`config.mk`:
```
export PLATFORM = sky130hd
export DESIGN_NAME = rational_arithmetic_unit
export DESIGN_NICKNAME = d
export VERILOG_FILES = /design/src/sv/rau_pkg.sv /design/src/sv/rau_alu.sv /design/src/sv/rau_dp.sv /design/src/sv/rau_ctrl.sv /design/src/sv/rational_arithmetic_unit.sv
export SDC_FILE = /design/constraint.sdc
export NUM_CORES = 2
export LEC_CHECK = 0
export BUFFER_PORTS_ARGS = -buffer_cell sky130_fd_sc_hd__buf_2
export CORE_ASPECT_RATIO = 2
export CORE_UTILIZATION = 58
export DETAILED_ROUTE_END_ITERATION = 8
export GPL_ROUTABILITY_DRIVEN = 0
export GPL_TIMING_DRIVEN = 0
export PLACE_DENSITY = 0.86
export SLEW_MARGIN = 20
export SYNTH_ARGS = -nofsm -noshare
export SYNTH_HDL_FRONTEND = slang
export SYNTH_SLANG_ARGS = --single-unit
```
`constraint.sdc`:
```
create_clock -name i_clk -period 7.45 [get_ports i_clk]
set_input_delay 2.235 -clock i_clk [delete_from_list [all_inputs] [get_ports i_clk]]
set_output_delay 2.235 -clock i_clk [all_outputs]
set_load 0.05 [all_outputs]
```
`src/sv/rau_pkg.sv`:
```
// rau_pkg: widths, payload structs, opcodes and sequencer types
// for the rational arithmetic unit; no dependencies
package rau_pkg;

    localparam int WIDTH    = 16;
    localparam int MAG_W    = 2 * WIDTH;
    localparam int NUM_W    = 2 * WIDTH + 1;
    localparam int DEN_W    = 2 * WIDTH - 1;
    localparam int AW       = NUM_W;
    localparam int CNT_W    = $clog2(MAG_W);
    localparam int CNT_LAST = MAG_W - 1;

    typedef enum logic [1:0] {
        OP_ADD = 2'd0,
        OP_SUB = 2'd1,
        OP_MUL = 2'd2,
        OP_DIV = 2'd3
    } t_op;

    typedef struct packed {
        t_op                     op;
        logic signed [WIDTH-1:0] left_numerator;
        logic signed [WIDTH-1:0] left_denominator;
        logic signed [WIDTH-1:0] right_numerator;
        logic signed [WIDTH-1:0] right_denominator;
    } t_in_item;

    typedef struct packed {
        logic signed [NUM_W-1:0] result_numerator;
        logic [DEN_W-1:0]        result_denominator;
        logic                    divide_by_zero;
    } t_out_item;

    typedef enum logic [3:0] {
        ST_IDLE,
        ST_MUL0,
        ST_MUL1,
        ST_ADD,
        ST_MUL2,
        ST_GINIT,
        ST_GCD,
        ST_DLN,
        ST_DIVN,
        ST_DLD,
        ST_DIVD,
        ST_DONE
    } t_state;

    typedef enum logic [3:0] {
        CMD_NONE,
        CMD_LOAD,
        CMD_MUL0,
        CMD_MUL1,
        CMD_ADD,
        CMD_MUL2,
        CMD_GINIT,
        CMD_GCD,
        CMD_DLN,
        CMD_DIV,
        CMD_DLD
    } t_cmd;

    typedef struct packed {
        t_cmd cmd;
        logic in_ready;
        logic out_load;
    } t_ctrl;

    typedef struct packed {
        logic addsub;
        logic gcd_done;
    } t_stat;

endpackage

```
`src/sv/rau_alu.sv`:
```
// rau_alu: shared add / magnitude-difference unit with compare
// depends on rau_pkg
module rau_alu (
    input  logic [rau_pkg::AW-1:0] i_x,
    input  logic [rau_pkg::AW-1:0] i_y,
    input  logic                   i_add,
    output logic [rau_pkg::AW-1:0] o_res,
    output logic                   o_ge
);

    logic [rau_pkg::AW-1:0] big_op;
    logic [rau_pkg::AW-1:0] sml_op;

    always_comb begin
        o_ge   = (i_x >= i_y);
        big_op = o_ge ? i_x : i_y;
        sml_op = o_ge ? i_y : i_x;
        o_res  = i_add ? (i_x + i_y) : (big_op - sml_op);
    end

endmodule

```
`src/sv/rau_dp.sv`:
```
// rau_dp: operand registers, shared multiplier, binary gcd and
// restoring divider datapath; depends on rau_pkg and rau_alu
module rau_dp (
    input  logic               i_clk,
    input  rau_pkg::t_in_item  i_in_item,
    input  rau_pkg::t_ctrl     i_ctrl,
    output rau_pkg::t_stat     o_stat,
    output rau_pkg::t_out_item o_result
);

    localparam int W  = rau_pkg::WIDTH;
    localparam int MW = rau_pkg::MAG_W;
    localparam int AW = rau_pkg::AW;
    localparam int NW = rau_pkg::NUM_W;
    localparam int DW = rau_pkg::DEN_W;

    // sign and magnitude of a two's complement field; with zero_one set, zero maps to +1
    function automatic logic [W:0] to_sm(logic [W-1:0] v, logic zero_one);
        logic         neg;
        logic [W-1:0] mag;
        neg = v[W-1];
        mag = neg ? W'(~v + 1'b1) : v;
        if (zero_one && (v == '0)) begin
            neg = 1'b0;
            mag = W'(1);
        end
        return {neg, mag};
    endfunction

    rau_pkg::t_op r_op;
    logic         r_sa, r_sb, r_sc, r_sd;
    logic [W-1:0] r_ma, r_mb, r_mc, r_md;
    logic         r_dbz;
    logic [MW-1:0] r_nm, r_dm, r_u, r_v, r_q;
    logic         r_nneg, r_dneg;
    logic [AW-1:0] r_r;

    logic [W:0]   ld_a, ld_b, ld_c, ld_d;
    logic         ld_sc;

    logic [W-1:0]  mul_x, mul_y;
    logic          mul_neg;
    logic [MW-1:0] mul_p;
    logic          mul_sgn;

    logic [AW-1:0] alu_x, alu_y, alu_res;
    logic          alu_add, alu_ge;
    logic [NW-1:0] num_ext;

    always_comb begin
        ld_a  = to_sm(i_in_item.left_numerator, 1'b0);
        ld_b  = to_sm(i_in_item.left_denominator, 1'b1);
        ld_c  = to_sm(i_in_item.right_numerator, 1'b0);
        ld_d  = to_sm(i_in_item.right_denominator, 1'b1);
        // subtract negates the right fraction, zero keeps a plus sign
        ld_sc = (i_in_item.op == rau_pkg::OP_SUB) ? ((ld_c[W-1:0] != '0) && !ld_c[W])
                                                  : ld_c[W];
    end

    // shared multiplier operand select
    always_comb begin
        mul_x   = r_ma;
        mul_y   = r_md;
        mul_neg = r_sa ^ r_sd;
        case (i_ctrl.cmd)
            rau_pkg::CMD_MUL0: begin
                if (r_op == rau_pkg::OP_MUL) begin
                    mul_y   = r_mc;
                    mul_neg = r_sa ^ r_sc;
                end
            end
            rau_pkg::CMD_MUL1: begin
                mul_x = r_mb;
                if (r_op == rau_pkg::OP_MUL) begin
                    mul_y   = r_md;
                    mul_neg = r_sb ^ r_sd;
                end else begin
                    mul_y   = r_mc;
                    mul_neg = r_sb ^ r_sc;
                end
            end
            rau_pkg::CMD_MUL2: begin
                mul_x   = r_mb;
                mul_y   = r_md;
                mul_neg = r_sb ^ r_sd;
            end
            default: ;
        endcase
        mul_p   = MW'(mul_x) * MW'(mul_y);
        mul_sgn = mul_neg && (mul_p != '0);
    end

    // shared alu operand select
    always_comb begin
        alu_x   = {1'b0, r_nm};
        alu_y   = {1'b0, r_dm};
        alu_add = 1'b0;
        case (i_ctrl.cmd)
            rau_pkg::CMD_ADD: begin
                alu_add = (r_nneg == r_dneg);
            end
            rau_pkg::CMD_GCD: begin
                alu_x = {1'b0, r_u};
                alu_y = {1'b0, r_v};
            end
            rau_pkg::CMD_DIV: begin
                alu_x = {r_r[AW-2:0], r_q[MW-1]};
                alu_y = {1'b0, r_u};
            end
            default: ;
        endcase
    end

    rau_alu u_alu (
        .i_x   (alu_x),
        .i_y   (alu_y),
        .i_add (alu_add),
        .o_res (alu_res),
        .o_ge  (alu_ge)
    );

    always_ff @(posedge i_clk) begin
        case (i_ctrl.cmd)
            rau_pkg::CMD_LOAD: begin
                r_op  <= i_in_item.op;
                r_sa  <= ld_a[W];
                r_ma  <= ld_a[W-1:0];
                r_sb  <= ld_b[W];
                r_mb  <= ld_b[W-1:0];
                r_sc  <= ld_sc;
                r_mc  <= ld_c[W-1:0];
                r_sd  <= ld_d[W];
                r_md  <= ld_d[W-1:0];
                r_dbz <= (i_in_item.op == rau_pkg::OP_DIV) && (ld_c[W-1:0] == '0);
            end
            rau_pkg::CMD_MUL0: begin
                r_nm   <= mul_p;
                r_nneg <= mul_sgn;
            end
            rau_pkg::CMD_MUL1: begin
                // second cross term for add/sub, denominator otherwise
                r_dm   <= mul_p;
                r_dneg <= mul_sgn;
            end
            rau_pkg::CMD_ADD: begin
                r_nm <= alu_res[MW-1:0];
                if (!alu_add) begin
                    r_nneg <= alu_ge ? r_nneg : r_dneg;
                end
            end
            rau_pkg::CMD_MUL2: begin
                r_dm   <= mul_p;
                r_dneg <= mul_sgn;
            end
            rau_pkg::CMD_GINIT: begin
                if ((r_nm == '0) || r_dbz) begin
                    // zero result or division by zero: force 0/1
                    r_nm   <= '0;
                    r_dm   <= MW'(1);
                    r_u    <= MW'(1);
                    r_v    <= MW'(1);
                    r_nneg <= 1'b0;
                end else begin
                    r_u    <= r_nm;
                    r_v    <= r_dm;
                    r_nneg <= r_nneg ^ r_dneg;
                end
            end
            rau_pkg::CMD_GCD: begin
                if (!r_u[0] && !r_v[0]) begin
                    // common factor two comes straight off the dividends
                    r_u  <= r_u >> 1;
                    r_v  <= r_v >> 1;
                    r_nm <= r_nm >> 1;
                    r_dm <= r_dm >> 1;
                end else if (!r_u[0]) begin
                    r_u <= r_u >> 1;
                end else if (!r_v[0]) begin
                    r_v <= r_v >> 1;
                end else if (r_u != r_v) begin
                    if (alu_ge) begin
                        r_u <= alu_res[MW-1:0];
                    end else begin
                        r_v <= alu_res[MW-1:0];
                    end
                end
            end
            rau_pkg::CMD_DLN: begin
                r_q <= r_nm;
                r_r <= '0;
            end
            rau_pkg::CMD_DIV: begin
                r_r <= alu_ge ? alu_res : alu_x;
                r_q <= {r_q[MW-2:0], alu_ge};
            end
            rau_pkg::CMD_DLD: begin
                r_nm <= r_q;
                r_q  <= r_dm;
                r_r  <= '0;
            end
            default: ;
        endcase
    end

    always_comb begin
        o_stat.addsub   = (r_op == rau_pkg::OP_ADD) || (r_op == rau_pkg::OP_SUB);
        o_stat.gcd_done = r_u[0] && r_v[0] && (r_u == r_v);

        num_ext = {1'b0, r_nm};
        o_result.result_numerator   = r_nneg ? (~num_ext + 1'b1) : num_ext;
        o_result.result_denominator = r_q[DW-1:0];
        o_result.divide_by_zero     = r_dbz;
    end

endmodule

```
`src/sv/rau_ctrl.sv`:
```
// rau_ctrl: sequencer for the rational arithmetic unit, steps the
// shared multiplier, gcd loop and divider; depends on rau_pkg
module rau_ctrl (
    input  logic           i_clk,
    input  logic           i_rst_n,
    input  logic           i_in_valid,
    input  logic           i_out_free,
    input  rau_pkg::t_stat i_stat,
    output rau_pkg::t_ctrl o_ctrl
);

    rau_pkg::t_state            r_state, n_state;
    logic [rau_pkg::CNT_W-1:0]  r_cnt;
    logic                       cnt_last;

    assign cnt_last = (r_cnt == rau_pkg::CNT_W'(rau_pkg::CNT_LAST));

    always_comb begin
        n_state = r_state;
        case (r_state)
            rau_pkg::ST_IDLE:  if (i_in_valid) begin n_state = rau_pkg::ST_MUL0; end
            rau_pkg::ST_MUL0:  n_state = rau_pkg::ST_MUL1;
            rau_pkg::ST_MUL1: begin
                n_state = i_stat.addsub ? rau_pkg::ST_ADD : rau_pkg::ST_GINIT;
            end
            rau_pkg::ST_ADD:   n_state = rau_pkg::ST_MUL2;
            rau_pkg::ST_MUL2:  n_state = rau_pkg::ST_GINIT;
            rau_pkg::ST_GINIT: n_state = rau_pkg::ST_GCD;
            rau_pkg::ST_GCD:   if (i_stat.gcd_done) begin n_state = rau_pkg::ST_DLN; end
            rau_pkg::ST_DLN:   n_state = rau_pkg::ST_DIVN;
            rau_pkg::ST_DIVN:  if (cnt_last) begin n_state = rau_pkg::ST_DLD; end
            rau_pkg::ST_DLD:   n_state = rau_pkg::ST_DIVD;
            rau_pkg::ST_DIVD:  if (cnt_last) begin n_state = rau_pkg::ST_DONE; end
            rau_pkg::ST_DONE:  if (i_out_free) begin n_state = rau_pkg::ST_IDLE; end
            default:           n_state = rau_pkg::ST_IDLE;
        endcase
    end

    always_comb begin
        o_ctrl.cmd      = rau_pkg::CMD_NONE;
        o_ctrl.in_ready = 1'b0;
        o_ctrl.out_load = 1'b0;
        case (r_state)
            rau_pkg::ST_IDLE: begin
                o_ctrl.in_ready = 1'b1;
                if (i_in_valid) begin
                    o_ctrl.cmd = rau_pkg::CMD_LOAD;
                end
            end
            rau_pkg::ST_MUL0:  o_ctrl.cmd = rau_pkg::CMD_MUL0;
            rau_pkg::ST_MUL1:  o_ctrl.cmd = rau_pkg::CMD_MUL1;
            rau_pkg::ST_ADD:   o_ctrl.cmd = rau_pkg::CMD_ADD;
            rau_pkg::ST_MUL2:  o_ctrl.cmd = rau_pkg::CMD_MUL2;
            rau_pkg::ST_GINIT: o_ctrl.cmd = rau_pkg::CMD_GINIT;
            rau_pkg::ST_GCD:   o_ctrl.cmd = rau_pkg::CMD_GCD;
            rau_pkg::ST_DLN:   o_ctrl.cmd = rau_pkg::CMD_DLN;
            rau_pkg::ST_DIVN:  o_ctrl.cmd = rau_pkg::CMD_DIV;
            rau_pkg::ST_DLD:   o_ctrl.cmd = rau_pkg::CMD_DLD;
            rau_pkg::ST_DIVD:  o_ctrl.cmd = rau_pkg::CMD_DIV;
            rau_pkg::ST_DONE:  o_ctrl.out_load = i_out_free;
            default: ;
        endcase
    end

    always_ff @(posedge i_clk) begin
        if (!i_rst_n) begin
            r_state <= rau_pkg::ST_IDLE;
            r_cnt   <= '0;
        end else begin
            r_state <= n_state;
            case (r_state)
                rau_pkg::ST_DLN:  r_cnt <= '0;
                rau_pkg::ST_DLD:  r_cnt <= '0;
                rau_pkg::ST_DIVN: r_cnt <= r_cnt + 1'b1;
                rau_pkg::ST_DIVD: r_cnt <= r_cnt + 1'b1;
                default: ;
            endcase
        end
    end

`ifndef ASSERT_OFF
    a_busy_after_accept: assert property (@(posedge i_clk) disable iff (!i_rst_n)
        (i_in_valid && o_ctrl.in_ready) |=> !o_ctrl.in_ready)
        else $error("sequencer still ready after taking an item");

    a_div_length: assert property (@(posedge i_clk) disable iff (!i_rst_n)
        (r_state == rau_pkg::ST_DIVN && cnt_last) |=> (r_state == rau_pkg::ST_DLD))
        else $error("numerator division did not end after full bit count");

    a_load_then_idle: assert property (@(posedge i_clk) disable iff (!i_rst_n)
        o_ctrl.out_load |=> o_ctrl.in_ready)
        else $error("sequencer not idle after handing off a result");
`endif

endmodule

```
`src/sv/rational_arithmetic_unit.sv`:
```
// rational_arithmetic_unit: top level, sequencer plus datapath plus
// output register; depends on rau_pkg, rau_ctrl, rau_dp, rau_alu
//
// usage:
//  - input channel i_in_valid / o_in_ready / i_in_item carries op and two
//    signed fractions; an item is taken when valid and ready are both high
//  - output channel o_out_valid / i_out_ready / o_out_item carries the
//    reduced numerator (signed), positive denominator and divide_by_zero
//  - one item at a time: o_in_ready is high only while the sequencer idles
//  - from accept to o_out_valid the sequencer runs MUL0 and MUL1 on the
//    shared 16x16 multiplier (add and sub also ADD and MUL2 on the adder
//    and multiplier), a gcd setup state, the binary gcd loop (one shift or
//    subtract per cycle), then two 32-step restoring divisions on the
//    shared subtractor with a setup state each, and a hand-off state
//  - no new item is taken until the last result has been handed off to
//    the output register
//  - a finished result sits in the output register; if the receiver
//    stalls the sequencer waits with the next result and does not take
//    a new item, so nothing is dropped
//  - synchronous active-low reset empties the output register and returns
//    the sequencer to idle; no clearing pass is needed
module rational_arithmetic_unit (
    input  logic               i_clk,
    input  logic               i_rst_n,
    input  logic               i_in_valid,
    output logic               o_in_ready,
    input  rau_pkg::t_in_item  i_in_item,
    output logic               o_out_valid,
    input  logic               i_out_ready,
    output rau_pkg::t_out_item o_out_item
);

    rau_pkg::t_ctrl     ctrl;
    rau_pkg::t_stat     stat;
    rau_pkg::t_out_item dp_result;
    logic               out_free;

    logic               r_out_valid;
    rau_pkg::t_out_item r_out_item;

    // output slot can take a new item when empty or being drained
    assign out_free = !r_out_valid || i_out_ready;

    rau_ctrl u_ctrl (
        .i_clk      (i_clk),
        .i_rst_n    (i_rst_n),
        .i_in_valid (i_in_valid),
        .i_out_free (out_free),
        .i_stat     (stat),
        .o_ctrl     (ctrl)
    );

    rau_dp u_dp (
        .i_clk     (i_clk),
        .i_in_item (i_in_item),
        .i_ctrl    (ctrl),
        .o_stat    (stat),
        .o_result  (dp_result)
    );

    // output register, control part
    always_ff @(posedge i_clk) begin
        if (!i_rst_n) begin
            r_out_valid <= 1'b0;
        end else if (ctrl.out_load) begin
            r_out_valid <= 1'b1;
        end else if (i_out_ready) begin
            r_out_valid <= 1'b0;
        end
    end

    // output register, payload
    always_ff @(posedge i_clk) begin
        if (ctrl.out_load) begin
            r_out_item <= dp_result;
        end
    end

    assign o_in_ready  = ctrl.in_ready;
    assign o_out_valid = r_out_valid;
    assign o_out_item  = r_out_item;

`ifndef ASSERT_OFF
    a_den_nonzero: assert property (@(posedge i_clk) disable iff (!i_rst_n)
        o_out_valid |-> (o_out_item.result_denominator != '0))
        else $error("result denominator is zero");

    a_dbz_zero_result: assert property (@(posedge i_clk) disable iff (!i_rst_n)
        (o_out_valid && o_out_item.divide_by_zero) |->
            ((o_out_item.result_numerator == '0) &&
             (o_out_item.result_denominator == rau_pkg::DEN_W'(1))))
        else $error("divide by zero item is not 0/1");

    a_no_overwrite: assert property (@(posedge i_clk) disable iff (!i_rst_n)
        ctrl.out_load |-> (!r_out_valid || i_out_ready))
        else $error("result loaded over an undelivered item");
`endif

endmodule

```
==> impl_metrics.prom, run 1 <==
# TYPE chip_impl_metric gauge
chip_impl_metric{name="ys_types",unit=""} 97
chip_impl_metric{name="synth.net_count",unit=""} 3618
chip_impl_metric{name="number_of_warnings_issued_by_yosys",unit=""} 0
chip_impl_metric{name="synthArstFlopShare",unit="%"} 0
chip_impl_metric{name="synth_top_cell_area_share",unit="%"} 32.8
chip_impl_metric{name="overflow",unit=""} 61
chip_impl_metric{name="cts_buf_count",unit=""} 30
chip_impl_metric{name="grt_first_pass_wirelength",unit="um"} 222000
chip_impl_info{name="ys.flop_type",value="sky130_fd_sc_hd__edfxtp_1"} 1
chip_impl_info{name="synthMostInstantiatedCell",value="sky130_fd_sc_hd__inv_1"} 1
chip_impl_metric{name="mean_instance_size_in_the_synthesized_netlist",unit="um^2"} 9.51
chip_impl_metric{name="synth_seq_cells",unit=""} 340
chip_impl_metric{name="number_of_rows_in_the_core_area",unit=""} 117
chip_impl_metric{name="syn_inst",unit=""} 3175
chip_impl_metric{name="grt_start_max_net_pins",unit=""} 66
chip_impl_info{name="ys_top_cells_by_area",value="sky130_fd_sc_hd__edfxtp_1, sky130_fd_sc_hd__fa_1, sky130_fd_sc_hd__ha_1"} 1
chip_impl_metric{name="cts-root-to-sink-buffers",unit=""} 3
chip_impl_metric{name="cts.sinks",unit=""} 340
chip_impl_metric{name="syn_area",unit="um^2"} 30200
chip_impl_metric{name="holdBufCountCts",unit=""} 0
chip_impl_metric{name="die_w",unit="um"} 163
chip_impl_metric{name="dieHeight",unit="um"} 325
chip_impl_metric{name="groute.usage.overall",unit="%"} 57.4
chip_impl_metric{name="floorplan.initialDensity",unit="%"} 59.1
chip_impl_info{name="clockRootBuffer",value="sky130_fd_sc_hd__clkbuf_16"} 1
chip_impl_metric{name="port_buffers",unit=""} 134
chip_impl_info{name="synth_top_cells_by_count",value="sky130_fd_sc_hd__inv_1, sky130_fd_sc_hd__edfxtp_1, sky130_fd_sc_hd__nand2_1"} 1
chip_impl_metric{name="postPlaceCellArea",unit="um^2"} 32000
chip_impl_info{name="haltStage",value="global routing"} 1
chip_impl_info{name="status",value="stopped before the end"} 1
chip_impl_metric{name="grt_pass1_vias",unit=""} 33400
chip_impl_info{name="stop_error",value="[ERROR GRT-0116] Global routing finished with congestion. Check the congestion regions in the DRC Viewer."} 1
chip_impl_info{name="yosys.area.top_type",value="sky130_fd_sc_hd__edfxtp_1"} 1
chip_impl_metric{name="register_area_share_after_synthesis",unit="%"} 33.5
chip_impl_metric{name="detailed_place_hpwl",unit="um"} 84500
chip_impl_metric{name="pin_count",unit=""} 137
chip_impl_metric{name="synth_edf_count",unit=""} 330
chip_impl_metric{name="cts.htree.levels",unit=""} 1
==> metrics by stage <==
step	util (%)	worst slack, ps	instances	hold slack (ps)	TNS (ps)
floorplan	-	3.29	3175	417	0
global placement	62.1	-3400	3963	441	-482550
detailed placement	62.6	-2580	3970	471	-361280
CTS	69.0	-269	4125	499	-1160
==> repair_timing <==
item                                    4_1_cts
pin swaps                                    91
gates cloned                                  3
endpoints found under the setup margin      212
resized for setup                           295
buffers inserted                            103
==> routing by layer <==
metal | GRT overflow | track usage, %
met1 | 0 | 53.7
met4 | 36 | 61.0
met2 | 23 | 77.6
met5 | 0 | 17.8
met3 | 2 | 38.2
==> logic make-up after synthesis <==
kind of cell             after synthesis  synth area share [%]
multiplexers                          72                  2.45
flip-flops                           340                  33.5
AND/OR/NAND/NOR                      880                  13.3
XOR/XNOR                             175                  5.08
adder cells (fa/ha/maj)              373                  20.3
buffers and inverters                529                  6.78
AO/OA/AOI/OAI                        806                  18.6
==> run 2: changes to the inputs <==
CORE_ASPECT_RATIO = not set   (was 2)
CORE_UTILIZATION = 40   (was 58)
PLACE_DENSITY = not set   (was 0.86)
PLACE_DENSITY_LB_ADDON = 0.15   (was not set)
clock period = 9.7 ns   (was 7.45 ns; I/O delays follow)
==> impl_metrics.prom, run 2 <==
# TYPE chip_impl_metric gauge
chip_impl_info{name="synth_top_cells_by_count",value="sky130_fd_sc_hd__inv_1, sky130_fd_sc_hd__edfxtp_1, sky130_fd_sc_hd__nand2_1"} 1
chip_impl_metric{name="mean_instance_size_in_the_synthesized_netlist",unit="um^2"} 9.51
chip_impl_metric{name="final_hold_violating_endpoints",unit=""} 0
chip_impl_metric{name="synth_seq_cells",unit=""} 340
chip_impl_metric{name="cts-root-to-sink-buffers",unit=""} 3
chip_impl_metric{name="synth.net_count",unit=""} 3618
chip_impl_metric{name="drcViolationCount",unit=""} 4
chip_impl_metric{name="synth_edf_count",unit=""} 330
chip_impl_metric{name="post-route-period-util",unit="%"} 96.8
chip_impl_info{name="synthMostInstantiatedCell",value="sky130_fd_sc_hd__inv_1"} 1
chip_impl_metric{name="worstHoldPathCells",unit=""} 1
chip_impl_metric{name="grt_pass1_vias",unit=""} 24900
chip_impl_metric{name="placed_cells",unit=""} 4286
chip_impl_metric{name="ys_types",unit=""} 97
chip_impl_metric{name="detailed_place_hpwl",unit="um"} 84500
chip_impl_metric{name="floorplan.initialDensity",unit="%"} 40.5
chip_impl_metric{name="die_w",unit="um"} 277
chip_impl_info{name="status",value="complete, but fails checks"} 1
chip_impl_metric{name="hold_ws",unit="ps"} 463
chip_impl_metric{name="final_antenna_net_count",unit=""} 0
chip_impl_metric{name="clk_pin_slew_worst_paths",unit="ps"} 70
chip_impl_metric{name="crit_path_max_incr_delay",unit="ps"} 710
chip_impl_metric{name="reg2regPathDepth",unit=""} 31
chip_impl_metric{name="largest_register_ffs",unit=""} 65
chip_impl_metric{name="number_of_rows_in_the_core_area",unit=""} 100
chip_impl_metric{name="finish.net_count",unit=""} 3801
chip_impl_metric{name="synth_top_cell_area_share",unit="%"} 32.8
chip_impl_metric{name="number_of_warnings_issued_by_yosys",unit=""} 0
chip_impl_metric{name="skew",unit="ps"} 25.4
chip_impl_info{name="worstSetupStartpointType",value="register"} 1
chip_impl_info{name="layout.cells.most_common_list",value="sky130_fd_sc_hd__inv_1, sky130_fd_sc_hd__edfxtp_1, sky130_fd_sc_hd__nand2_1"} 1
chip_impl_metric{name="port_buffers",unit=""} 134
chip_impl_metric{name="seqCellArea",unit="um^2"} 10100
chip_impl_metric{name="detail_route.vias_per_cell",unit=""} 5.87
chip_impl_metric{name="worst_slew_pin_slew",unit="ps"} 1180
chip_impl_info{name="yosys.area.top_type",value="sky130_fd_sc_hd__edfxtp_1"} 1
chip_impl_info{name="critPathMostFrequentCell",value="sky130_fd_sc_hd__fa_1"} 1
chip_impl_metric{name="initial_antenna_violation_count",unit=""} 3
chip_impl_metric{name="register_area_share_after_synthesis",unit="%"} 33.5
chip_impl_metric{name="drive_gt1_share",unit="%"} 10.1
chip_impl_metric{name="core_area",unit="um^2"} 74600
chip_impl_metric{name="final_instance_count_excl_fillers",unit=""} 4357
chip_impl_metric{name="max_cap_violations",unit=""} 0
chip_impl_metric{name="layout.core_utilization",unit="%"} 45.3
chip_impl_info{name="ys_top_cells_by_area",value="sky130_fd_sc_hd__edfxtp_1, sky130_fd_sc_hd__fa_1, sky130_fd_sc_hd__ha_1"} 1
chip_impl_metric{name="wl_per_cell",unit="um"} 24.2
chip_impl_metric{name="grt_first_pass_wirelength",unit="um"} 156000
chip_impl_info{name="clockRootBuffer",value="sky130_fd_sc_hd__clkbuf_16"} 1
chip_impl_info{name="grt_setup_unrepaired",value="false"} 1
chip_impl_info{name="hold_path_end",value="u_ctrl.r_cnt[3]"} 1
chip_impl_metric{name="crit_required",unit="ps"} 9950
chip_impl_metric{name="syn_inst",unit=""} 3175
chip_impl_metric{name="slew_headroom",unit="%"} 20.9
chip_impl_metric{name="detailedRoute.firstIterationViolations",unit=""} 2786
chip_impl_info{name="failed_checks",value="design-rule violations"} 1
chip_impl_metric{name="grt_start_max_net_pins",unit=""} 61
chip_impl_metric{name="groute.usage.overall",unit="%"} 26.9
chip_impl_metric{name="max_freq",unit="MHz"} 107
chip_impl_metric{name="number_of_pins_exceeding_their_max_slew_limit_in_the_final_report",unit=""} 0
chip_impl_metric{name="arrival",unit="ps"} 9630
chip_impl_info{name="critical_path.reg2reg.startpoint",value="u_ctrl.r_state[2]"} 1
chip_impl_metric{name="layout_min_cycle_time",unit="ps"} 9390
chip_impl_metric{name="overflow",unit=""} 0
chip_impl_metric{name="reg_to_reg_setup_timing_slack",unit="ps"} 310
chip_impl_metric{name="pin_count",unit=""} 137
chip_impl_metric{name="clk_latency",unit="ps"} 590
chip_impl_metric{name="drt-pass1-iter-count",unit=""} 9
chip_impl_info{name="crit_reg_reg_endpoint",value="u_dp.r_nm[30]"} 1
chip_impl_metric{name="multi_input_comb_area",unit="um^2"} 18400
chip_impl_info{name="mostFrequentLayoutCell",value="sky130_fd_sc_hd__inv_1"} 1
chip_impl_metric{name="wl",unit="um"} 106000
chip_impl_metric{name="dieArea",unit="um^2"} 76600
chip_impl_metric{name="dr_total_vias",unit=""} 25600
chip_impl_metric{name="final-setup-viol-count",unit=""} 0
chip_impl_metric{name="synthArstFlopShare",unit="%"} 0
chip_impl_info{name="min_path_type",value="reg2reg"} 1
chip_impl_info{name="start_to_end_type_of_the_worst_setup_path",value="reg2reg"} 1
chip_impl_metric{name="area.growth.synth_to_final",unit="%"} 12.0
chip_impl_metric{name="cts_buf_count",unit=""} 37
chip_impl_info{name="hold_path.startpoint",value="u_ctrl.r_cnt[3]"} 1
chip_impl_info{name="cts_tree",value="built"} 1
chip_impl_info{name="critical_path.slowest_cell",value="sky130_fd_sc_hd__xnor2_2"} 1
chip_impl_metric{name="crit_path_max_fanout",unit=""} 10
chip_impl_metric{name="dieHeight",unit="um"} 277
chip_impl_metric{name="cts.htree.levels",unit=""} 2
chip_impl_info{name="critPathCaptureType",value="register"} 1
chip_impl_info{name="ys.flop_type",value="sky130_fd_sc_hd__edfxtp_1"} 1
chip_impl_metric{name="syn_area",unit="um^2"} 30200
chip_impl_metric{name="fillerInstances",unit=""} 7320
chip_impl_metric{name="holdBufCountCts",unit=""} 0
chip_impl_metric{name="cts.sinks",unit=""} 340
==> run 2: cell counts after synthesis <==
No cell type changed its count.
==> run 2: timing repair <==
item	4_1_cts	5_1_grt
resized for setup	41	27
buffers inserted	2	1
setup endpoints to repair	21	51
gates cloned	0	0
pin swaps	1	0
==> run 2: per-layer routing <==
| metal | share of wire (%) | global-route usage [%] | vias up | routed length [um] |
|---|---|---|---|---|
| met5 | 0.010 | 0 | - | 11 |
| met4 | 5.2 | 12.6 | 2 | 5530 |
| met3 | 7.4 | 4.22 | 280 | 7760 |
| met2 | 48 | 45.8 | 1191 | 50900 |
| met1 | 39 | 33.5 | 12400 | 41400 |
| li1 | - | - | 11700 | - |
==> run 2: cell families (layout without fill, tap and decap cells) <==
logic type      count (synthesis)  after routing  share of synthesized area (%)
buf+inv                       529            738                           6.78
flops                         340            340                           33.5
compound gates                806            806                           18.6
simple gates                  880            880                           13.3
mux                            72             72                           2.45
xor+xnor                      175            175                           5.08
fa+ha+maj                     373            373                           20.3
other cells                     0              4                              0
==> run 2: worst max-delay path by stage <==
stage | start | to | slack (ps)
floorplan | u_ctrl.r_state[1] | u_dp.r_nneg | 1460
CTS | u_ctrl.r_state[1] | u_dp.r_dneg | 40
finish | u_ctrl.r_state[2] | u_dp.r_nm[30] | 310
global route | u_ctrl.r_state[1] | u_dp.r_dneg | 30
detailed placement | u_ctrl.r_state[2] | u_dp.r_dneg | -1050
global placement | u_ctrl.r_state[3] | u_dp.r_v[25] | -1380
==> run 2: worst max-delay path, delay by kind of cell (launching register included) <==
family | cells | cell delay (ps)
AND/OR/NAND/NOR | 6 | 1210
buffers and inverters | 7 | 1150
multiplexers | 1 | 380
flip-flops | 1 | 390
XOR/XNOR | 2 | 1020
AO/OA/AOI/OAI | 8 | 1630
adder cells (fa/ha/maj) | 7 | 3240
==> run 2: final cells by class <==
cell class,instances,area share [%]
clock buffer,42,2.79
clock inverter,23,0.555
buffer,171,2.15
sequential,340,29.9
antenna,4,0.0296
multi-input combinational,2306,54.4
tap,969,3.59
timing repair buffer,145,2.61
inverter,357,3.96
==> run 2: stage by stage <==
stage / TNS (ps) / cell area [um^2] / setup WS (ps)
finish: 0 / 33800 / 314
global route: 0 / 33800 / 26.2
CTS: 0 / 33700 / 40.0
detailed placement: -8530 / 32400 / -1050
global placement: -90350 / 32100 / -1380
floorplan: 0 / 30200 / 1460
Power of run 2 is not shown: default switching activity piles up to over one toggle a cycle in this logic, so the estimate is an artifact.
